$ cat config.mk
export PLATFORM = sky130hd
export DESIGN_NAME = tba_cordic_cell
export DESIGN_NICKNAME = d
export VERILOG_FILES = /design/src/rtl/tba_pkg.sv /design/src/rtl/tba_cordic_cell.sv
export SDC_FILE = /design/constraint.sdc
export NUM_CORES = 1
export LEC_CHECK = 0
export BUFFER_PORTS_ARGS = -buffer_cell sky130_fd_sc_hd__buf_4
export CORE_UTILIZATION = 60
export DETAILED_ROUTE_END_ITERATION = 16
export HOLD_SLACK_MARGIN = 0.08
export PLACE_DENSITY = 0.88
export SETUP_SLACK_MARGIN = 0.1
export SLEW_MARGIN = 20
export SYNTH_ARGS = -nofsm -noshare
export SYNTH_HDL_FRONTEND = slang
export SYNTH_SLANG_ARGS = --single-unit
$ cat constraint.sdc
create_clock -name clk_i -period 7 [get_ports clk_i]
set_input_delay 1.4 -clock clk_i [delete_from_list [all_inputs] [get_ports clk_i]]
set_output_delay 1.4 -clock clk_i [all_outputs]
set_load 0.01 [all_outputs]
$ cat src/rtl/tba_pkg.sv
// ----------------------------------------------------------------------------
// tba_pkg
// Constants and the CORDIC arctangent table for the bearing angle core.
// ----------------------------------------------------------------------------
`default_nettype none

package tba_pkg;

  localparam int ZONE_BITS_DEF       = 6;
  localparam int ANGLE_FRAC_BITS_DEF = 8;
  localparam int STEP_CM             = 50;
  localparam int LEFT_POS            = 5;
  localparam int X_SCALE             = 125;
  localparam int CORDIC_STEPS        = 20;
  localparam int Z_FRAC              = 16;  // fraction bits of the CORDIC angle
  localparam int Z_W                 = 25;  // signed angle accumulator width

  // atan(2^-i) in 2^-16 degree, rounded to nearest
  function automatic logic [Z_W-1:0] atan_lut(input int idx);
    logic [Z_W-1:0] t;
    case (idx)
      0:       t = Z_W'(2949120);
      1:       t = Z_W'(1740967);
      2:       t = Z_W'(919879);
      3:       t = Z_W'(466945);
      4:       t = Z_W'(234379);
      5:       t = Z_W'(117304);
      6:       t = Z_W'(58666);
      7:       t = Z_W'(29335);
      8:       t = Z_W'(14668);
      9:       t = Z_W'(7334);
      10:      t = Z_W'(3667);
      11:      t = Z_W'(1833);
      12:      t = Z_W'(917);
      13:      t = Z_W'(458);
      14:      t = Z_W'(229);
      15:      t = Z_W'(115);
      16:      t = Z_W'(57);
      17:      t = Z_W'(29);
      18:      t = Z_W'(14);
      19:      t = Z_W'(7);
      default: t = '0;
    endcase
    return t;
  endfunction

endpackage

`default_nettype wire

$ cat src/rtl/tba_cordic_cell.sv
// ----------------------------------------------------------------------------
// tba_cordic_cell
// One vectoring CORDIC micro-rotation with a fixed shift.
// ----------------------------------------------------------------------------
`default_nettype none

module tba_cordic_cell import tba_pkg::*; #(
  parameter int CW    = 31,
  parameter int TAG_W = 8,
  parameter int STEP  = 0
) (
  input  wire logic                 clk_i,
  input  wire logic                 rst_ni,
  input  wire logic                 valid_i,
  output logic                      ready_o,
  input  wire logic signed [CW-1:0] x_i,
  input  wire logic signed [CW-1:0] y_i,
  input  wire logic signed [Z_W-1:0] z_i,
  input  wire logic [TAG_W-1:0]     tag_i,
  output logic                      valid_o,
  input  wire logic                 ready_i,
  output logic signed [CW-1:0]      x_o,
  output logic signed [CW-1:0]      y_o,
  output logic signed [Z_W-1:0]     z_o,
  output logic [TAG_W-1:0]          tag_o
);

  localparam logic [Z_W-1:0] T = atan_lut(STEP);

  logic                  v_q;
  logic signed [CW-1:0]  dx, dy;
  logic                  pos;
  logic signed [CW-1:0]  x_q, y_q;
  logic signed [Z_W-1:0] z_q;
  logic [TAG_W-1:0]      tag_q;

  assign ready_o = !v_q || ready_i;
  assign valid_o = v_q;

  assign dx  = y_i >>> STEP;
  assign dy  = x_i >>> STEP;
  assign pos = y_i > 0;

  always_ff @(posedge clk_i or negedge rst_ni) begin
    if (!rst_ni) begin
      v_q <= 1'b0;
    end else if (ready_o) begin
      v_q <= valid_i;
    end
  end

  always_ff @(posedge clk_i) begin
    if (valid_i && ready_o) begin
      x_q   <= pos ? x_i + dx : x_i - dx;
      y_q   <= pos ? y_i - dy : y_i + dy;
      z_q   <= pos ? z_i + $signed(T) : z_i - $signed(T);
      tag_q <= tag_i;
    end
  end

  assign x_o   = x_q;
  assign y_o   = y_q;
  assign z_o   = z_q;
  assign tag_o = tag_q;

endmodule

`default_nettype wire

==> run_results.csv <==
group,metric,value,unit
run_status,status,"completed",
power_and_ir_drop,p_per_area,195,nW/um2
worst_setup_path,r2r-start,"valid_o$_DFFE_PN0N_",
synthesis,async_flop_share,1.05,%
power_and_ir_drop,peakVddDrop,0.000151,V
power_and_ir_drop,leakage,4.63,nW
detailed_routing,drt_first_pass_iters,8,
synthesis,synthFlopType,"edfxtp_1",
sta,timing.final.max_slew_violations,0,
worst_setup_path,r2r_end,"y_o[21]$_DFFE_PP_",
sta,tns,0,ps
floorplanning,die_x,120,um
job,maxCapViolCount,0,
synthesis,synth_area,8340,um2
cts,clk_latency,360,ps
synthesis,synthCells,949,
sta,finalSetupViolCount,0,
floorplanning,start_util,62.3,%
worst_setup_path,reg2reg_depth,3,
sta,fmax,192,MHz
placement,detailed_place_hpwl,20200,um
layout,area_growth,22.4,%
synthesis,synth_top_area_share,33.8,%
layout,nets,1318,
detailed_routing,post_drt_wl_per_cell,20.2,um
floorplanning,die-area,14400,um2
placement,io_buffers,195,
detailed_routing,vias,8063,
cts,cts.sinks,95,
cts,numCtsBuffers,9,
worst_hold_path,hp-class,"reg2reg",
synthesis,syn_nets,1149,
sta,hold-worst-slack,569,ps
layout,antennaDiodeCount,0,
synthesis,yosys-top-cells-area,"edfxtp_1 34%, ha_1 15%, a21oi_1 7.4%",
worst_hold_path,min_path_cells,2,
sta,period_share,74.3,%
synthesis,synth_cell_types,66,
detailed_routing,vias_per_cell,6.21,
cts,h-tree-depth,3,
sta,rsz0062_at_grt,"false",
detailed_routing,wirelength,26300,um
power_and_ir_drop,p_clk_share,27.3,%
grt,grt_use_total,36.7,%
worst_setup_path,required,7110,ps
detailed_routing,drc,0,
cts,cts_tree,"built",
worst_setup_path,cp_max_fo,32,
cts,max-clock-path-buffers,2,
synthesis,yosysSeqAreaShare,34.1,%
floorplanning,num_rows,42,
worst_setup_path,arrival,5310,ps
layout,drive_gt1_share,20.0,%
cts,cts_resized,0,
floorplanning,die_y,120,um
synthesis,synth_common_cells,"124 x a21oi_1, 101 x inv_1, 97 x ha_1",
worst_hold_path,min_from,"valid_o$_DFFE_PN0N_",
sta,worst_slew_pin_slew,1090,ps
synthesis,ys_seq_elements,95,
synthesis,avgSynthCellArea,8.79,um2
grt,grt_pass1_wl,40700,um
grt,overflow,0,
cts,cts_hold_buf,0,
floorplanning,ioPinCount,196,
synthesis,synth_warnings,0,
layout,fillers,979,
placement,gp_congestion,0.974,
worst_setup_path,reg2reg_slack,4970,ps
worst_setup_path,crit_type,"in2reg",
grt,grt_pass1_vias,7577,
worst_setup_path,start_kind,"input pin",
sta,layout_min_cycle_time,5200,ps
power_and_ir_drop,switchingPower,0.000665,W
detailed_routing,first_iter_violations,901,
synthesis,yosysMostFrequentCell,"a21oi_1",
power_and_ir_drop,sw_frac_of_total,33.5,%
synthesis,synth-edff-count,94,
grt,antenna_found_initial,0,
floorplanning,core-area,13400,um2
grt,grt_max_degree,85,
cts,postCtsSetupBuffers,0,
detailed_routing,ant_nets,0,
cts,cts_root_buf,"clkbuf_16",
sta,finClkSkew,7.37,ps
power_and_ir_drop,pwr-share-seq,36.7,%
worst_setup_path,end_kind,"register",
power_and_ir_drop,p_int,0.00132,W
sta,hold_viol_final,0,
power_and_ir_drop,p_comb_share,36.0,%
cts,cts.reportedPaths.clkPinSlew,70,ps
worst_hold_path,hold_end,"valid_o$_DFFE_PN0N_",
sta,slew_headroom,27.2,%
synthesis,synth_top_area_cell,"edfxtp_1",
cell type report:
| class | instances | area (um2) | share of cell area [%] |
|---|---|---|---|
| Timing Repair Buffer | 199 | 1490 | 14.6 |
| Tap cell | 176 | 220 | 2.16 |
| Clock buffer | 10 | 229 | 2.24 |
| Clock inverter | 6 | 90.1 | 0.882 |
| Sequential cell | 95 | 2850 | 27.9 |
| Multi-Input combinational cell | 710 | 4950 | 48.4 |
| Inverter | 103 | 387 | 3.79 |
flip-flops by register name (all words and copies together), names as in the netlist:
name,cells
x_o,31
y_o,30
z_o,25
tag_o,8
valid_o,1
per-layer routing:
metal	wire length [um]	global-route usage (%)
met1	10600	48.1
met2	12100	58.5
met3	2490	6.46
met4	1160	17.5
met5	0	0
cell families after synthesis:
kind of cell | share of synthesized area, %
xor+xnor | 7.03
mux | 1.80
flops | 34.1
buf+inv | 6.61
fa+ha+maj | 15.5
compound gates | 21.4
simple gates | 13.5
per-stage QoR:
step	power, W	instance area (um2)	utilization, %	instances	worst slack [ps]
floorplan	0.00117	8340	-	949	2740
global placement	0.00142	9890	73.8	1283	1740
detailed placement	0.00144	9890	73.8	1283	1730
CTS	0.00198	10200	76.2	1299	2020
global route	0.00207	10200	76.2	1299	1600
finish	0.00199	10200	76.2	1299	1800
worst max-delay path, stage by stage:
cell and delay [ps]:
buf_4 150, nor4_1 780, nand4_1 280, nor2_1 170
or2_2 540, inv_1 220, fa_1 470, inv_1 70
a21oi_1 80, o21ai_0 410, a21oi_1 140, o21bai_1 240
a21o_1 150, a21oi_1 70, xnor2_1 130
power by group through the flow:
stage	clock network, W	logic, W	registers, W
floorplan	0	0.000397	0.000771
global placement	0	0.000681	0.000738
detailed placement	0	0.000695	0.000742
CTS	0.000542	0.000703	0.000730
global route	0.000563	0.000771	0.000733
finish	0.000543	0.000716	0.000729
cell usage in the layout, fill, tap and decap left out, drive strengths merged, types with 4 or more instances in the layout:
cell / count
buf: 199
a21oi: 125
inv: 103
ha: 97
edfxtp: 94
nor2: 91
xnor2: 59
o21ai: 57
nand2: 43
a21o: 23
nor3: 19
o21bai: 18
mux2i: 15
nand2b: 13
a31oi: 13
nand3: 11
nor4: 10
nand4: 10
clkbuf: 10
xor2: 8
nor2b: 7
and3: 6
or2: 5
a211oi: 5
o22ai: 5
nand3b: 5
or3: 5
a211o: 5
o211ai: 4
a221oi: 4
fa: 4
clkinv: 4
and2: 4
worst max path at each step:
| stage | startpoint | end | cells past startpoint |
|---|---|---|---|
| final | y_i[23] | z_o[24]$_DFFE_PP_ | 15 |
| after global routing | y_i[23] | z_o[24]$_DFFE_PP_ | 15 |
| after CTS | y_i[23] | z_o[24]$_DFFE_PP_ | 15 |
| after detailed placement | y_i[23] | z_o[24]$_DFFE_PP_ | 15 |
| after global placement | y_i[23] | z_o[24]$_DFFE_PP_ | 15 |
| after floorplan | ready_i | tag_o[0]$_DFFE_PP_ | 2 |
No activity file was read; power rests on OpenSTA's default activity.
