**src/rtl/tba_pkg.sv**
```systemverilog
// ----------------------------------------------------------------------------
// tba_pkg
// Constants and the CORDIC arctangent table for the bearing angle core.
// ----------------------------------------------------------------------------
`default_nettype none

package tba_pkg;

  localparam int ZONE_BITS_DEF       = 6;
  localparam int ANGLE_FRAC_BITS_DEF = 8;
  localparam int STEP_CM             = 50;
  localparam int LEFT_POS            = 5;
  localparam int X_SCALE             = 125;
  localparam int CORDIC_STEPS        = 20;
  localparam int Z_FRAC              = 16;  // fraction bits of the CORDIC angle
  localparam int Z_W                 = 25;  // signed angle accumulator width

  // atan(2^-i) in 2^-16 degree, rounded to nearest
  function automatic logic [Z_W-1:0] atan_lut(input int idx);
    logic [Z_W-1:0] t;
    case (idx)
      0:       t = Z_W'(2949120);
      1:       t = Z_W'(1740967);
      2:       t = Z_W'(919879);
      3:       t = Z_W'(466945);
      4:       t = Z_W'(234379);
      5:       t = Z_W'(117304);
      6:       t = Z_W'(58666);
      7:       t = Z_W'(29335);
      8:       t = Z_W'(14668);
      9:       t = Z_W'(7334);
      10:      t = Z_W'(3667);
      11:      t = Z_W'(1833);
      12:      t = Z_W'(917);
      13:      t = Z_W'(458);
      14:      t = Z_W'(229);
      15:      t = Z_W'(115);
      16:      t = Z_W'(57);
      17:      t = Z_W'(29);
      18:      t = Z_W'(14);
      19:      t = Z_W'(7);
      default: t = '0;
    endcase
    return t;
  endfunction

endpackage

`default_nettype wire

```
**src/rtl/tba_front.sv**
```systemverilog
// ----------------------------------------------------------------------------
// tba_front
// Four-stage front end: left zone merge, circle intersection, radicand.
// ----------------------------------------------------------------------------
`default_nettype none

module tba_front import tba_pkg::*; #(
  parameter int ZONE_BITS = ZONE_BITS_DEF
) (
  input  wire logic                        clk_i,
  input  wire logic                        rst_ni,
  input  wire logic                        valid_i,
  output logic                             ready_o,
  input  wire logic [ZONE_BITS-1:0]        moving_i,
  input  wire logic [ZONE_BITS-1:0]        still_i,
  input  wire logic [ZONE_BITS-1:0]        right_i,
  output logic                             valid_o,
  input  wire logic                        ready_i,
  output logic [2*(ZONE_BITS+6)+31:0]      word_o,   // radicand << 32
  output logic [ZONE_BITS+5:0]             ax_o,     // |x|
  output logic [ZONE_BITS+1:0]             tag_o     // {left_zone, ok, side}
);

  localparam int ZB    = ZONE_BITS;
  localparam int R1_W  = ZB + 6;
  localparam int RAD_W = 2 * R1_W;
  localparam int V_W   = RAD_W + 32;
  localparam int XW    = 2 * ZB + 8;
  localparam int DW    = XW + 1;
  localparam int SQW   = 2 * DW;

  logic [3:0] v_q;
  logic [4:0] rdy;

  assign rdy[4] = ready_i;
  for (genvar k = 0; k < 4; k++) begin : g_rdy
    assign rdy[k] = !v_q[k] || rdy[k+1];
  end
  assign ready_o = rdy[0];
  assign valid_o = v_q[3];

  always_ff @(posedge clk_i or negedge rst_ni) begin
    if (!rst_ni) begin
      v_q <= '0;
    end else begin
      if (rdy[0]) v_q[0] <= valid_i;
      for (int k = 1; k < 4; k++) begin
        if (rdy[k]) v_q[k] <= v_q[k-1];
      end
    end
  end

  // stage A: left zone merge, squares, left range
  logic [ZB:0]     zsum;
  logic [ZB-1:0]   lz_d;
  logic [ZB-1:0]   lz_a_q;
  logic [2*ZB-1:0] rz2_a_q, lz2_a_q;
  logic [R1_W-1:0] r1_a_q;

  assign zsum = {1'b0, moving_i} + {1'b0, still_i};
  always_comb begin
    if (moving_i == '0 && still_i == '0) begin
      lz_d = '0;
    end else if (still_i == '0) begin
      lz_d = moving_i;
    end else if (moving_i == '0) begin
      lz_d = still_i;
    end else begin
      lz_d = zsum[ZB:1];
    end
  end

  always_ff @(posedge clk_i) begin
    if (valid_i && rdy[0]) begin
      lz_a_q  <= lz_d;
      rz2_a_q <= right_i * right_i;
      lz2_a_q <= lz_d * lz_d;
      r1_a_q  <= R1_W'(lz_d) * R1_W'(STEP_CM);
    end
  end

  // stage B: x = 125 * (rz^2 - lz^2), r1^2
  logic signed [2*ZB:0]  diff;
  logic signed [XW-1:0]  diff_ext;
  logic signed [XW-1:0]  x_b_q;
  logic [RAD_W-1:0]      r1sq_b_q;
  logic [ZB-1:0]         lz_b_q;

  assign diff     = $signed({1'b0, rz2_a_q}) - $signed({1'b0, lz2_a_q});
  assign diff_ext = {{(XW-2*ZB-1){diff[2*ZB]}}, diff};

  always_ff @(posedge clk_i) begin
    if (v_q[0] && rdy[1]) begin
      x_b_q    <= diff_ext * $signed(XW'(X_SCALE));
      r1sq_b_q <= RAD_W'(r1_a_q) * RAD_W'(r1_a_q);
      lz_b_q   <= lz_a_q;
    end
  end

  // stage C: (x - 5)^2, side and |x|
  logic signed [DW-1:0]  dxl;
  logic signed [SQW-1:0] dxl_sq;
  logic [XW-1:0]         ax_full;
  logic [SQW-1:0]        dxl2_c_q;
  logic [RAD_W-1:0]      r1sq_c_q;
  logic [R1_W-1:0]       ax_c_q;
  logic                  side_c_q;
  logic [ZB-1:0]         lz_c_q;

  assign dxl     = {x_b_q[XW-1], x_b_q} - $signed(DW'(LEFT_POS));
  assign dxl_sq  = dxl * dxl;
  assign ax_full = x_b_q[XW-1] ? XW'(-x_b_q) : XW'(x_b_q);

  always_ff @(posedge clk_i) begin
    if (v_q[1] && rdy[2]) begin
      dxl2_c_q <= dxl_sq;
      r1sq_c_q <= r1sq_b_q;
      ax_c_q   <= ax_full[R1_W-1:0];
      side_c_q <= !(x_b_q > 0);
      lz_c_q   <= lz_b_q;
    end
  end

  // stage D: radicand and its sign
  logic                 ok;
  logic [SQW-1:0]       rad_full;
  logic [V_W-1:0]       word_q;
  logic [R1_W-1:0]      ax_q;
  logic [ZB+1:0]        tag_q;

  assign ok       = SQW'(r1sq_c_q) >= dxl2_c_q;
  assign rad_full = SQW'(r1sq_c_q) - dxl2_c_q;

  always_ff @(posedge clk_i) begin
    if (v_q[2] && rdy[3]) begin
      word_q <= ok ? {rad_full[RAD_W-1:0], 32'd0} : '0;
      ax_q   <= ok ? ax_c_q : '0;
      tag_q  <= {lz_c_q, ok, side_c_q};
    end
  end

  assign word_o = word_q;
  assign ax_o   = ax_q;
  assign tag_o  = tag_q;

endmodule

`default_nettype wire

```
**config.mk**
```make
export PLATFORM = sky130hd
export DESIGN_NAME = tba_front
export DESIGN_NICKNAME = d
export VERILOG_FILES = /design/src/rtl/tba_pkg.sv /design/src/rtl/tba_front.sv
export SDC_FILE = /design/constraint.sdc
export NUM_CORES = 2
export LEC_CHECK = 0
export BUFFER_PORTS_ARGS = -buffer_cell sky130_fd_sc_hd__clkbuf_2
export CORE_ASPECT_RATIO = 1.1
export CORE_UTILIZATION = 62
export CTS_CLUSTER_DIAMETER = 60
export DETAILED_ROUTE_END_ITERATION = 6
export PLACE_DENSITY_LB_ADDON = 0.08
export SYNTH_ARGS = -nofsm -noshare
export SYNTH_HDL_FRONTEND = slang
export SYNTH_SLANG_ARGS = --single-unit
```
**constraint.sdc**
```tcl
create_clock -name clk_i -period 22.8 [get_ports clk_i]
set_clock_uncertainty 0.15 [all_clocks]
set_input_delay 2.28 -clock clk_i [delete_from_list [all_inputs] [get_ports clk_i]]
set_output_delay 2.28 -clock clk_i [all_outputs]
set_load 0.02 [all_outputs]
```
==> flow_summary_export.csv <==
group,metric,value,unit
die,die_y,235.2,um
die,core.rowCount,85,
clock_tree,post_cts_buffers,0,
layout,design_area,32410,um2
sta,maxClockFrequency,95.03,MHz
yosys,synth-simple-area-share,0.09317,
yosys,ys_ff_latch,208,
global_routing,grt.overflow.total,0,
critical_path,end_kind,"register",
yosys,synthMuxAreaShare,0.002327,
yosys,seq_area_frac_synth,0.2032,
clock_tree,cts_tree,"yes",
sta,slew_headroom,0.01799,
clock_tree,numCtsBuffers,25,
critical_path,reg2reg_from,"x_b_q[0]$_DFFE_PP_",
place,placed_area,31630,um2
sta,finalCritPeriodShare,0.4615,
place,numPortBuffers,67,
drt,first_pass_iters,5,
drt,post_drt_via_cell_ratio,5.409,
die,core-area,48920,um2
layout,drive_above_1_share,0.05412,
sta,min_period,10.52,ns
place,hpwlAfterDp,53.65,mm
layout,diodes,0,
global_routing,antenna_found_initial,0,
yosys,synth_compound_area_frac,0.06638,
clock_tree,clkSlewWorstSetupHoldPaths,0.06,ns
layout,nFillCells,3896,
sta,hold-worst-slack,0.2660,ns
yosys,synth_edf_count,204,
global_routing,grt_pass1_wl,109.7,mm
global_routing,grt_pass1_vias,21990,
clock_tree,clk_latency,0.53,ns
critical_path,reg2reg_depth,30,
yosys,synth_area,30650,um2
yosys,yosys_warnings,0,
critical_path,reg2reg_to,"dxl2_c_q[39]$_DFFE_PP_",
drt,num_vias,20020,
worst_hold_path,whs_path_depth,0,
sta,fin_setup_tns,0,ns
sta,finalMaxSlewViolations,0,
sta,grt_setup_unrepaired,"false",
critical_path,path_class,"register to register",
clock_tree,numClockSinks,208,
flow_run,cap_violations,0,
yosys,avgSynthCellArea,10.31,um2
drt,drt_iter0_drc,1312,
yosys,async_flop_share,0.01923,
layout,area_delta_synth_final,5.769,%
critical_path,required,22.92,ns
layout,fin_nets,3911,
yosys,synthXorXnorAreaFrac,0.04687,
drt,wirelength,65.28,mm
place,place_congestion,0.9156,
drt,drc,0,
worst_hold_path,worstHoldStart,"side_c_q$_DFFE_PP_",
critical_path,crit_start,"x_b_q[0]$_DFFE_PP_",
status,status,"finished, final reports clean",
clock_tree,htree_levels,1,
yosys,netlist_instances,2973,
layout,final_cell_mix,"inv_1 (717), fa_1 (544), ha_1 (314), edfxtp_1 (204), nor2_1 (200)",
critical_path,slowest_stage,"xor2_1",
die,fp.dieW,214.0,um
clock_tree,cts_hold_buf,0,
layout,layout.cells.most_common,"inv_1",
critical_path,regToRegSetupSlack,12.28,ns
sta,hold_viol_final,0,
critical_path,cp.arrival,10.64,ns
yosys,synth_top_family_by_area,"adder cells",
clock_tree,cts_root_buf,"clkbuf_16",
sta,setup_viol,0,
critical_path,start_kind,"register",
yosys,post_synth_fa_ha_maj_area_fraction,0.4835,
worst_hold_path,whs_endpoint,"tag_o[0]$_DFFE_PP_",
global_routing,grt_max_degree,55,
clock_tree,cts_resized,0,
die,num_io_pins,100,
yosys,ys.flop_type,"edfxtp_1",
yosys,synth_cell_types,76,
global_routing,grtUsageTotal,0.2749,
die,dieArea,50330,um2
critical_path,slowest_delay,1.15,ns
drt,ant_nets,0,
critical_path,crit_fanout,21,
die,initial_utilization,0.6264,
clock_tree,clock_path_buffers,3,
worst_hold_path,hold_path_class,"register to register",
sta,tightest_slew,1.468,ns
drt,wl_per_cell,17.64,um
[cell type report]
cell class              count  area (um2)  share of cell area
inverters                 726        2725             0.08407
clock inverters            18       147.6            0.004555
repair buffers             90       508.0             0.01567
well taps                 652       815.8             0.02517
flip-flops and latches    208        6226              0.1921
multi-input cells        1980       21360              0.6589
clock buffers              27       633.1             0.01953
[worst max path at each step]
stage                                   to  slack, ns  depth (start not counted)
floorplan           dxl2_c_q[41]$_DFFE_PP_      14.07                         30
global placement    dxl2_c_q[41]$_DFFE_PP_      12.74                         30
detailed placement  dxl2_c_q[39]$_DFFE_PP_      12.44                         30
CTS                 dxl2_c_q[39]$_DFFE_PP_      12.41                         30
global route        dxl2_c_q[39]$_DFFE_PP_      11.83                         30
finish              dxl2_c_q[39]$_DFFE_PP_      12.28                         30
[logic make-up (layout without fill, tap and decap cells)]
kind of cell	count (synthesis)	after routing
compound gates	297	297
xor+xnor	164	164
fa+ha+maj	858	858
buf+inv	817	861
flops	208	208
mux	7	7
other cells	1	33
simple gates	621	621
[registers in the layout (all words and copies together) (netlist names)]
| signal | count |
|---|---|
| dxl2_c_q | 41 |
| word_o | 23 |
| lz2_a_q | 10 |
| ax_c_q | 12 |
| lz_b_q | 6 |
| r1sq_b_q | 20 |
| v_q | 4 |
| rz2_a_q | 11 |
| r1sq_c_q | 20 |
| lz_c_q | 6 |
| ax_o | 12 |
| r1_a_q | 8 |
| tag_o | 8 |
| side_c_q | 1 |
| x_b_q | 20 |
| lz_a_q | 6 |
[routing by layer]
metal,vias up,share of wire,global-route usage
met1,10080,0.41,0.3574
li1,9320,-,-
met3,128,0.046,0.02920
met5,-,0,0
met4,0,0.027,0.06889
met2,493,0.51,0.4918
[critical path, delay by kind of cell, from the launching register on]
| family | cells | cell delay [ns] |
|---|---|---|
| flip-flops | 1 | 0.36 |
| adder cells (fa/ha/maj) | 9 | 4.10 |
| XOR/XNOR | 2 | 1.22 |
| AND/OR/NAND/NOR | 6 | 1.49 |
| AO/OA/AOI/OAI | 5 | 1.41 |
| buffers and inverters | 8 | 1.50 |
[stage by stage]
step / setup WS [ns] / utilization / std cells
2_1_floorplan: 14.07 / - / 3005
3_3_place_gp: 12.74 / 0.6466 / 3656
3_5_place_dp: 12.44 / 0.6466 / 3656
4_1_cts: 12.41 / 0.6626 / 3701
5_1_grt: 11.83 / 0.6626 / 3701
6_report: 12.28 / 0.6626 / 3701
[cells in the mapped netlist (3+ instances only)]
library cell,count,area share
o21bai_1,21,0.0051
buf_2,8,0.0013
edfxtp_1,204,0.20
a21o_1,51,0.012
ha_1,314,0.13
nor2b_1,26,0.0053
nor3_1,31,0.0051
xor2_1,46,0.013
a41o_1,4,0.0013
nor2_1,200,0.024
o21ai_1,7,0.0011
nand2b_1,21,0.0043
a21oi_1,83,0.014
mux2i_1,6,0.0020
fa_1,544,0.36
inv_2,6,0.00073
a211oi_1,12,0.0029
o2111ai_1,3,0.00086
clkinv_1,3,0.00037
xnor2_1,118,0.034
dfrtp_1,4,0.0033
buf_4,33,0.0081
o211ai_1,7,0.0017
a31o_2,3,0.00086
nand3b_1,3,0.00073
and3_1,9,0.0018
or3_1,14,0.0029
clkbuf_1,50,0.0061
a2111oi_0,3,0.00086
nand2_1,199,0.024
and2_1,63,0.013
nand3_1,20,0.0033
a31oi_1,7,0.0014
a221o_1,4,0.0013
o21ai_0,48,0.0078
o31a_1,3,0.00086
o21a_1,13,0.0032
inv_1,717,0.088
nand4_1,9,0.0018
or2_2,7,0.0014
nor4_1,9,0.0018
Power is not shown: default switching activity piles up to over one toggle a cycle in this logic, so the estimate is an artifact.
