==> src/rtl/tba_sqrt_cell.sv <==
// ----------------------------------------------------------------------------
// tba_sqrt_cell
// One digit of a restoring square root: two radicand bits in, one root bit out.
// ----------------------------------------------------------------------------
`default_nettype none

module tba_sqrt_cell #(
  parameter int V_W   = 56,
  parameter int YQ_W  = 28,
  parameter int AUX_W = 22
) (
  input  wire logic             clk_i,
  input  wire logic             rst_ni,
  input  wire logic             valid_i,
  output logic                  ready_o,
  input  wire logic [V_W-1:0]   word_i,
  input  wire logic [YQ_W-1:0]  root_i,
  input  wire logic [YQ_W:0]    rem_i,
  input  wire logic [AUX_W-1:0] aux_i,
  output logic                  valid_o,
  input  wire logic             ready_i,
  output logic [V_W-1:0]        word_o,
  output logic [YQ_W-1:0]       root_o,
  output logic [YQ_W:0]         rem_o,
  output logic [AUX_W-1:0]      aux_o
);

  logic              v_q;
  logic [YQ_W+2:0]   rem_sh, trial, rem_sub;
  logic              ge;
  logic [V_W-1:0]    word_q;
  logic [YQ_W-1:0]   root_q;
  logic [YQ_W:0]     rem_q;
  logic [AUX_W-1:0]  aux_q;

  assign ready_o = !v_q || ready_i;
  assign valid_o = v_q;

  assign rem_sh  = {rem_i, word_i[V_W-1:V_W-2]};
  assign trial   = {1'b0, root_i, 2'b01};
  assign ge      = rem_sh >= trial;
  assign rem_sub = rem_sh - trial;

  always_ff @(posedge clk_i or negedge rst_ni) begin
    if (!rst_ni) begin
      v_q <= 1'b0;
    end else if (ready_o) begin
      v_q <= valid_i;
    end
  end

  always_ff @(posedge clk_i) begin
    if (valid_i && ready_o) begin
      word_q <= {word_i[V_W-3:0], 2'b00};
      root_q <= {root_i[YQ_W-2:0], ge};
      rem_q  <= ge ? rem_sub[YQ_W:0] : rem_sh[YQ_W:0];
      aux_q  <= aux_i;
    end
  end

  assign word_o = word_q;
  assign root_o = root_q;
  assign rem_o  = rem_q;
  assign aux_o  = aux_q;

endmodule

`default_nettype wire

==> config.mk <==
export PLATFORM = sky130hd
export DESIGN_NAME = tba_sqrt_cell
export DESIGN_NICKNAME = d
export VERILOG_FILES = /design/src/rtl/tba_sqrt_cell.sv
export SDC_FILE = /design/constraint.sdc
export NUM_CORES = 1
export LEC_CHECK = 0
export BUFFER_PORTS_ARGS = -buffer_cell sky130_fd_sc_hd__buf_2
export CAP_MARGIN = 0
export CORE_AREA = 2 2 126 128
export CTS_BUF_LIST = sky130_fd_sc_hd__clkbuf_8
export DETAILED_ROUTE_END_ITERATION = 6
export DIE_AREA = 0 0 128 130
export PLACE_DENSITY_LB_ADDON = 0.05
export REMOVE_ABC_BUFFERS = 1
export SLEW_MARGIN = 20
export SYNTH_ARGS = -nofsm -noshare
export SYNTH_HDL_FRONTEND = slang
export SYNTH_SLANG_ARGS = --single-unit
==> constraint.sdc <==
create_clock -name clk_i -period 8.8 [get_ports clk_i]
set_input_delay 1.76 -clock clk_i [delete_from_list [all_inputs] [get_ports clk_i]]
set_output_delay 1.76 -clock clk_i [all_outputs]
set_load 0.02 [all_outputs]
==> results.toml, run 1 <==
[outcome]
outcome = "complete, no violations"

[setup_path]
crit_start = "root_i[16]"
r2r_setup_slack_ns = 6.34
slowest_stage = "ha_1"
cp-end-kind = "flop"
max_stage_delay_ns = 0.47
path_cells = "buf_2, inv_1, ha_1, and4_4, and2_1, nand4_1, o22ai_2, o2111ai_2, and3_1, inv_12, mux2_1"
cp-endpoint = "rem_o[6]$_DFFE_PP_"
r2r.worst_path.cells = 3
r2r_end = "word_o[10]$_DFFE_PP_"
worstPathRequired_ns = 9.00
path_max_fanout = 26
path_class = "in -> reg"
crit_arrival_ns = 4.27
cp-start-kind = "input pin"
timing.rr.start = "valid_o$_DFFE_PN0N_"

[sta]
skew_ns = 0.00716
tns_ns = 0
setup_ws_ns = 4.74
max_slew_margin = 0.416
finalSetupViolations = 0
finalMaxSlewViolations = 0
hold_viol = 0
fin_crit_sh = 0.462
worst_pin_slew_ns = 0.876
fmax_mhz = 246
finalCriticalPeriod_ns = 4.06
grt_setup_unrepaired = "false"

[global_route]
grt_max_degree = 70
first_global_vias = 4592
grt_antenna_before_repair = 0
grt_use_total = 0.197
grt_pass1_wl_um = 24700
grt_overflow_total = 0

[power_and_ir_drop]
leakage_nw = 3.61
p_total_w = 0.00161
p_per_area_nw_per_um2 = 194
peakVddDrop_mv = 0.0812

[drt]
wl_um = 16700
firstDrtPassIters = 4
num_vias = 4707
drt_iter0_markers = 252
drtAntennaViolNets = 0
vias_per_cell = 5.00
wl_per_cell_um = 17.7
drc = 0

[synthesis]
syn_inst = 461
avgSynthCellArea_um2 = 14.0
synth_edf_count = 133
synth.largest_area_cell = "edfxtp_1"
yosysTopAreaCellShare = 0.617
yosysSeqAreaShare = 0.621
yosysWarningCount = 0
synth.cell_area_um2 = 6470
synth_ff_type = "edfxtp_1"
yosysUniqueCellTypes = 67
ys_ff_latch = 134
synth_area_leaders = "edfxtp_1 (62%), ha_1 (5.8%), mux2_4 (3.9%)"
async_flop_share = 0.00746

[place]
hpwl_um = 12900
place.gp.congestion = 0.847
place_worst_setup_slack_ns = 4.28
place.port_buffers = 273

[floorplan]
initial_core_util = 0.420
rows = 46
core-area_um2 = 15400
die-area_um2 = 16600
fp.dieH_um = 130
dieWidth_um = 128
ios = 276

[clock_tree]
cts_tree = "done"
clk_path_buf_depth = 2
hold_buffers = 0
post_cts_buffers = 0
clock_latency_ns = 0.45
clkTransAtPathRegs_ns = 0.08
cts_buffers = 17
post_cts_resized = 0
clock_sinks = 134
cts_root_buffer = "clkbuf_8"
htreeDepth = 4

[layout]
final_util = 0.541
ff_latch_area_um2 = 4020
multiInputGateArea_um2 = 2160
diodes = 0
synthToLayoutAreaGrowth_pct = 28.8
drive_above_1_share = 0.461
fin_nets = 905
fillers = 1397

[run]
cap_violations = 0

[worst_hold_path]
hp-class = "reg -> reg"
stage by stage:
step,instances,hold WS [ns],area (µm²)
6_report,941,0.544,8340
5_1_grt,941,0.583,8340
4_1_cts,941,0.546,8340
3_5_place_dp,909,0.526,7950
3_3_place_gp,909,0.507,7950
2_1_floorplan,443,0.783,6330
synth_stat cells, drive strengths merged, types with 2 or more instances:
cell type  instances
a21boi             2
a21o               3
a21oi             32
a31oi              9
a41oi              2
and2               5
and3               4
and4               2
buf               13
clkbuf             6
edfxtp           133
ha                30
inv               39
mux2              23
mux2i              2
nand2             21
nand2b             7
nand3             10
nand4             10
nor2              19
nor2b              3
nor3               4
nor4               2
o2111ai            2
o211ai             2
o21a               6
o21ai             16
o21bai             6
o22ai              3
o31ai              3
o41ai              2
xnor2             17
xor2               6
flip-flops by register name, summed over array words and instances, names as in the netlist:
name and cells:
aux_o 22, rem_o 29, root_o 28, word_o 54
valid_o 1
per-layer routing:
metal	vias up	global-route usage	wire length [µm]
met5	-	0	0
met4	0	0.0782	307
met3	27	0.0590	1270
met2	222	0.338	8260
met1	2173	0.234	6840
li1	2285	-	-
cells in the final DEF (no fill, tap or decap), types with 3 or more instances in the layout:
cell        count
a21oi_1        24
buf_2         273
xnor2_1        17
mux2_4         17
edfxtp_1      133
clkinv_4        4
nand4_1        10
clkinvlp_4      4
nand2_1        21
a21oi_2         7
ha_1           30
o21ai_0        10
clkbuf_8       17
mux2_1          6
and2_1          4
xor2_1          6
o21bai_1        6
o21a_1          6
o21ai_1         6
nor2b_1         3
nand2b_1        6
nand3_1        10
inv_1          40
a31oi_1         8
nor2_1         19
and3_1          4
a21o_1          3
nor3_1          4
worst max-delay path, delay by kind of cell:
kind / cells / cell delay (ns)
mux: 1 / 0.34
compound gates: 2 / 0.38
buf+inv: 3 / 0.35
fa+ha+maj: 1 / 0.47
simple gates: 4 / 0.96
kinds of logic (layout without fill, tap and decap cells):
| family | Yosys count | in the layout | synth area share |
|---|---|---|---|
| DFF | 134 | 134 | 0.621 |
| AOI/OAI and AO/OA | 99 | 99 | 0.115 |
| and+or+nand+nor | 91 | 91 | 0.0740 |
| buffers and inverters | 58 | 345 | 0.0473 |
| adders and majority gates | 30 | 30 | 0.0580 |
| muxes | 25 | 25 | 0.0529 |
| xor gates and xnor gates | 23 | 23 | 0.0311 |
| other | 1 | 2 | 0.000579 |
cell type report:
cell class,instances,area share
clock buffer,17,0.0281
clock inverter,15,0.0189
inverter,39,0.0191
multi-input combinational,270,0.259
sequential,134,0.482
tap,192,0.0288
timing repair buffer,274,0.165
how the worst min path moves through the flow:
| stage | cells after the start | to | slack (ns) | startpoint |
|---|---|---|---|---|
| floorplan | 2 | valid_o$_DFFE_PN0N_ | 0.78 | valid_o$_DFFE_PN0N_ |
| global placement | 2 | valid_o$_DFFE_PN0N_ | 0.51 | valid_o$_DFFE_PN0N_ |
| detailed placement | 2 | valid_o$_DFFE_PN0N_ | 0.53 | valid_o$_DFFE_PN0N_ |
| CTS | 2 | valid_o$_DFFE_PN0N_ | 0.55 | valid_o$_DFFE_PN0N_ |
| global route | 2 | valid_o$_DFFE_PN0N_ | 0.58 | valid_o$_DFFE_PN0N_ |
| finish | 2 | valid_o$_DFFE_PN0N_ | 0.54 | valid_o$_DFFE_PN0N_ |
power by group:
part / switching [W] / internal (W)
logic: 0.000200 / 0.000137
registers: 0.00000924 / 0.000758
clock network: 0.000257 / 0.000253
No activity file was read; power rests on OpenSTA's default activity.
==> inputs of run 2 (changes only) <==
==> constraint.sdc (replaced) <==
create_clock -name clk_i -period 3.7 [get_ports clk_i]
set_input_delay 0.74 -clock clk_i [delete_from_list [all_inputs] [get_ports clk_i]]
set_output_delay 0.74 -clock clk_i [all_outputs]
set_load 0.02 [all_outputs]
==> run 2 against run 1 <==
- clock power up 140%
- clock skew up 0.0032 ns
- largest cell class unchanged
- register-to-register slack got worse by 4.5 ns
- first-iteration DRC count down 4.4%
- largest power group unchanged
==> results.toml, run 2 (synthesis results as in run 1) <==
[layout]
final_common_cell = "buf_2"
multiInputGateArea_um2 = 2160
finalNonFillerCells = 944
synthToLayoutAreaGrowth_pct = 29.4
final_cell_mix = "buf_2 (273), edfxtp_1 (133), inv_1 (38), ha_1 (30), a21oi_1 (24)"
fin_area_um2 = 8380
ff_latch_area_um2 = 4020
drive_above_1_share = 0.465
fillers = 1389
largest_reg_flops = 54
diodes = 0
fin_nets = 909

[global_route]
grt_overflow_total = 0
first_global_vias = 4525
grt_pass1_wl_um = 24500
grt_antenna_before_repair = 0
grt_max_degree = 63
grt_use_total = 0.195

[sta]
finalCriticalPeriod_ns = 3.08
fin_crit_sh = 0.831
setup_ws_ns = 0.624
finalSetupViolations = 0
worst_pin_slew_ns = 0.630
tns_ns = 0
finalMaxSlewViolations = 0
max_slew_margin = 0.580
skew_ns = 0.0104
grt_setup_unrepaired = "false"
hold_ws_ns = 0.0566
hold_viol = 0
fmax_mhz = 325

[clock_tree]
clk_path_buf_depth = 2
cts_buffers = 17
clock_latency_ns = 0.45
hold_buffers = 0
clkTransAtPathRegs_ns = 0.07
cts_root_buffer = "clkbuf_8"
post_cts_buffers = 0
post_cts_resized = 0
htreeDepth = 4
clock_sinks = 134
cts_tree = "done"

[drt]
drtAntennaViolNets = 0
wl_um = 16500
firstDrtPassIters = 4
drt_iter0_markers = 241
wl_per_cell_um = 17.4
drc = 0
num_vias = 4759
vias_per_cell = 5.04

[setup_path]
path_max_fanout = 26
worstPathRequired_ns = 3.89
crit_arrival_ns = 3.27
cp-end-kind = "flop"
crit_top_cell = "o21ai_1"
cp-start-kind = "input pin"
path_class = "in -> reg"
path_cells = "buf_2, inv_1, ha_1, a21oi_2, o21ai_1, a41oi_2, o21ai_1, a31oi_1, and3_1, inv_12, mux2_4"
max_stage_delay_ns = 0.48
crit_buf_inv = 3
cp_top_family = "compound AO/OA/AOI/OAI gates"
slowest_stage = "and3_1"

[power_and_ir_drop]
peakVddDrop_mv = 0.174
p_sw_w = 0.00110
pwr-share-clk = 0.314
leakage_nw = 3.64
pwr-share-comb = 0.210
p_int_w = 0.00274
p_per_area_nw_per_um2 = 458
p_sw_frac = 0.287
pwr-share-seq = 0.475

[floorplan]
dieWidth_um = 128
die-area_um2 = 16600
initial_core_util = 0.420
fp.dieH_um = 130
rows = 46
ios = 276
core-area_um2 = 15400

[place]
placed_cells = 913
place_worst_setup_slack_ns = 0.202
place.port_buffers = 273
hpwl_um = 12800
placed_area_um2 = 7990
place.gp.congestion = 0.849

[worst_hold_path]
hp-class = "in -> async"

[outcome]
outcome = "complete, no violations"

[run]
cap_violations = 0
==> run 2: final timing paths <==
check | from | end | slack [ns] | cells after the start
worst max-delay path | root_i[16] | rem_o[15]$_DFFE_PP_ | 0.62 | 11
worst min-delay path | rst_ni | valid_o$_DFFE_PN0N_ | 0.06 | 1
worst max register to register | valid_o$_DFFE_PN0N_ | root_o[20]$_DFFE_PP_ | 1.85 | 3
worst min register to register | valid_o$_DFFE_PN0N_ | valid_o$_DFFE_PN0N_ | 0.54 | 2
max in group asynchronous | rst_ni | valid_o$_DFFE_PN0N_ | 3.56 | 1
min in group clk_i | aux_i[2] | aux_o[2]$_DFFE_PP_ | 0.46 | 1
==> run 2: layout make-up <==
| type | count | share of cell area |
|---|---|---|
| Clock inverter | 14 | 0.0184 |
| Clock buffer | 17 | 0.0279 |
| Sequential cell | 134 | 0.480 |
| Timing Repair Buffer | 278 | 0.169 |
| Inverter | 39 | 0.0190 |
| Tap cell | 192 | 0.0287 |
| Multi-Input combinational cell | 270 | 0.257 |
==> run 2: power groups by stage <==
stage                     sequential, W  clock [W]  combinational [W]
final                           0.00182    0.00121           0.000808
after global routing            0.00183    0.00131           0.000879
after CTS                       0.00183    0.00125           0.000815
after detailed placement        0.00186          0           0.000810
after global placement          0.00186          0           0.000805
after floorplan                 0.00200          0           0.000402
==> run 2: metal layers <==
metal  up-vias  GRT usage  wire (µm)  part of all wire
met1      2255      0.236       6980              0.42
met5         -          0          0                 0
li1       2296          -          -                 -
met4         0     0.0608        210             0.013
met2       190      0.338       8060              0.49
met3        18     0.0582       1210             0.074
==> run 2: through the flow <==
stage / total power (W) / util
after global placement: 0.00266 / 0.518
after detailed placement: 0.00267 / 0.518
after global routing: 0.00402 / 0.543
final: 0.00384 / 0.543
after floorplan: 0.00240 / -
after CTS: 0.00389 / 0.543
==> inputs of run 3 (changes only) <==
==> constraint.sdc (replaced) <==
create_clock -name clk_i -period 3.1 [get_ports clk_i]
set_input_delay 0.62 -clock clk_i [delete_from_list [all_inputs] [get_ports clk_i]]
set_output_delay 0.62 -clock clk_i [all_outputs]
set_load 0.02 [all_outputs]
==> run 3 against run 2 <==
- global-route usage grew 0.28 points
- die area is the same
- register-to-register slack lost 0.52 ns
- sequential share of layout area shrank 1.5 points
- via count grew 1.4%
- largest cell class unchanged
- total power grew 22%
- sequential power grew 20%
- wire length grew 1.6%
- sequential cell count is the same
==> results.toml, run 3 (synthesis results as in run 1) <==
[outcome]
outcome = "complete, no violations"

[drt]
drt_iter0_markers = 258
drtAntennaViolNets = 0
vias_per_cell = 4.94
firstDrtPassIters = 4
wl_um = 16700
wl_per_cell_um = 17.1
drc = 0
num_vias = 4826

[floorplan]
initial_core_util = 0.420
rows = 46
dieWidth_um = 128
core-area_um2 = 15400
die-area_um2 = 16600
ios = 276
fp.dieH_um = 130

[clock_tree]
clkTransAtPathRegs_ns = 0.09
clk_path_buf_depth = 2
clock_latency_ns = 0.44
post_cts_buffers = 0
post_cts_resized = 0
cts_buffers = 17
hold_buffers = 1
clock_sinks = 134
cts_tree = "done"
htreeDepth = 4
cts_root_buffer = "clkbuf_8"

[sta]
worst_pin_slew_ns = 0.586
finalSetupViolations = 0
grt_setup_unrepaired = "false"
hold_viol = 0
skew_ns = 0.00820
finalMaxSlewViolations = 0
max_slew_margin = 0.609
tns_ns = 0
fin_crit_sh = 0.913
finalCriticalPeriod_ns = 2.83
hold_ws_ns = 0.349
fmax_mhz = 353

[setup_path]
slowest_stage = "ha_1"
r2r.worst_path.cells = 3
r2r_end = "word_o[45]$_DFFE_PP_"
cp-endpoint = "rem_o[25]$_DFFE_PP_"
cp-start-kind = "input pin"
cp-end-kind = "flop"
path_max_fanout = 6
crit_start = "root_i[5]"
path_class = "in -> reg"
timing.rr.start = "valid_o$_DFFE_PN0N_"
crit_arrival_ns = 3.15
path_cells = "buf_2, inv_1, ha_1, a21oi_4, o21ai_0, o2111ai_1, a311oi_1, buf_4, or3_1, o311ai_0, mux2_4"
max_stage_delay_ns = 0.39
worstPathRequired_ns = 3.42
r2r_setup_slack_ns = 1.33

[layout]
fin_nets = 941
synthToLayoutAreaGrowth_pct = 33.5
final_common_cell = "buf_2"
final_cell_mix = "buf_2 (273), edfxtp_1 (133), inv_1 (38), buf_4 (34), ha_1 (30)"
fin_area_um2 = 8650
diodes = 0
fillers = 1383
drive_above_1_share = 0.485
ff_latch_area_um2 = 4020
multiInputGateArea_um2 = 2160
finalNonFillerCells = 977
largest_reg_flops = 54

[global_route]
grt_pass1_wl_um = 25000
first_global_vias = 4735
grt_use_total = 0.198
grt_overflow_total = 0
grt_max_degree = 63
grt_antenna_before_repair = 0

[power_and_ir_drop]
leakage_nw = 3.80
peakVddDrop_mv = 0.309
p_per_area_nw_per_um2 = 542

[place]
place.port_buffers = 273
place.gp.congestion = 0.842
placed_area_um2 = 8240
hpwl_um = 13000
placed_cells = 944

[worst_hold_path]
hp-class = "in -> reg"

[run]
cap_violations = 0
-- run 3: cell types whose count changed in the layout (fill, tap and decap cells not counted), sizes merged --
cell,delta
clkinv,-3
inv,+4
dlygate4sd3,+1
buf,+31
-- run 3: metrics by stage --
step	utilization	worst slack [ns]	total power, W
floorplan	-	-1.38	0.00287
global placement	0.534	-0.169	0.00323
detailed placement	0.534	-0.178	0.00324
CTS	0.561	0.286	0.00474
global route	0.561	0.129	0.00490
finish	0.561	0.271	0.00468
-- run 3: how the worst min path moves through the flow --
stage                        start             endpoint  cells after the start
after floorplan             rst_ni  valid_o$_DFFE_PN0N_                      0
after global placement      rst_ni  valid_o$_DFFE_PN0N_                      1
after detailed placement    rst_ni  valid_o$_DFFE_PN0N_                      1
after CTS                 aux_i[3]   aux_o[3]$_DFFE_PP_                      1
after global routing      aux_i[2]   aux_o[2]$_DFFE_PP_                      1
final                     aux_i[3]   aux_o[3]$_DFFE_PP_                      1
-- run 3: critical path: cells and delay by family --
| kind | cells | cell delay (ns) |
|---|---|---|
| compound gates | 5 | 1.24 |
| buf+inv | 3 | 0.30 |
| fa+ha+maj | 1 | 0.39 |
| mux | 1 | 0.22 |
| simple gates | 1 | 0.37 |
-- run 3: cell type report --
cell class / instances / share of cell area
repair buffers: 310 / 0.193
flip-flops and latches: 134 / 0.465
multi-input cells: 270 / 0.249
clock inverters: 15 / 0.0194
clock buffers: 17 / 0.0271
well taps: 192 / 0.0278
inverters: 39 / 0.0184
-- run 3: per-layer routing --
| layer | vias up | share of wire | GRT usage |
|---|---|---|---|
| met3 | 22 | 0.075 | 0.0549 |
| met1 | 2248 | 0.41 | 0.234 |
| met4 | 0 | 0.018 | 0.0789 |
| li1 | 2354 | - | - |
| met5 | - | 0 | 0 |
| met2 | 202 | 0.50 | 0.344 |
-- run 3: power by group --
part	internal (W)	total [W]	switching (W)
sequential	0.00215	0.00218	0.0000258
clock	0.000734	0.00149	0.000756
combinational	0.000439	0.00102	0.000576
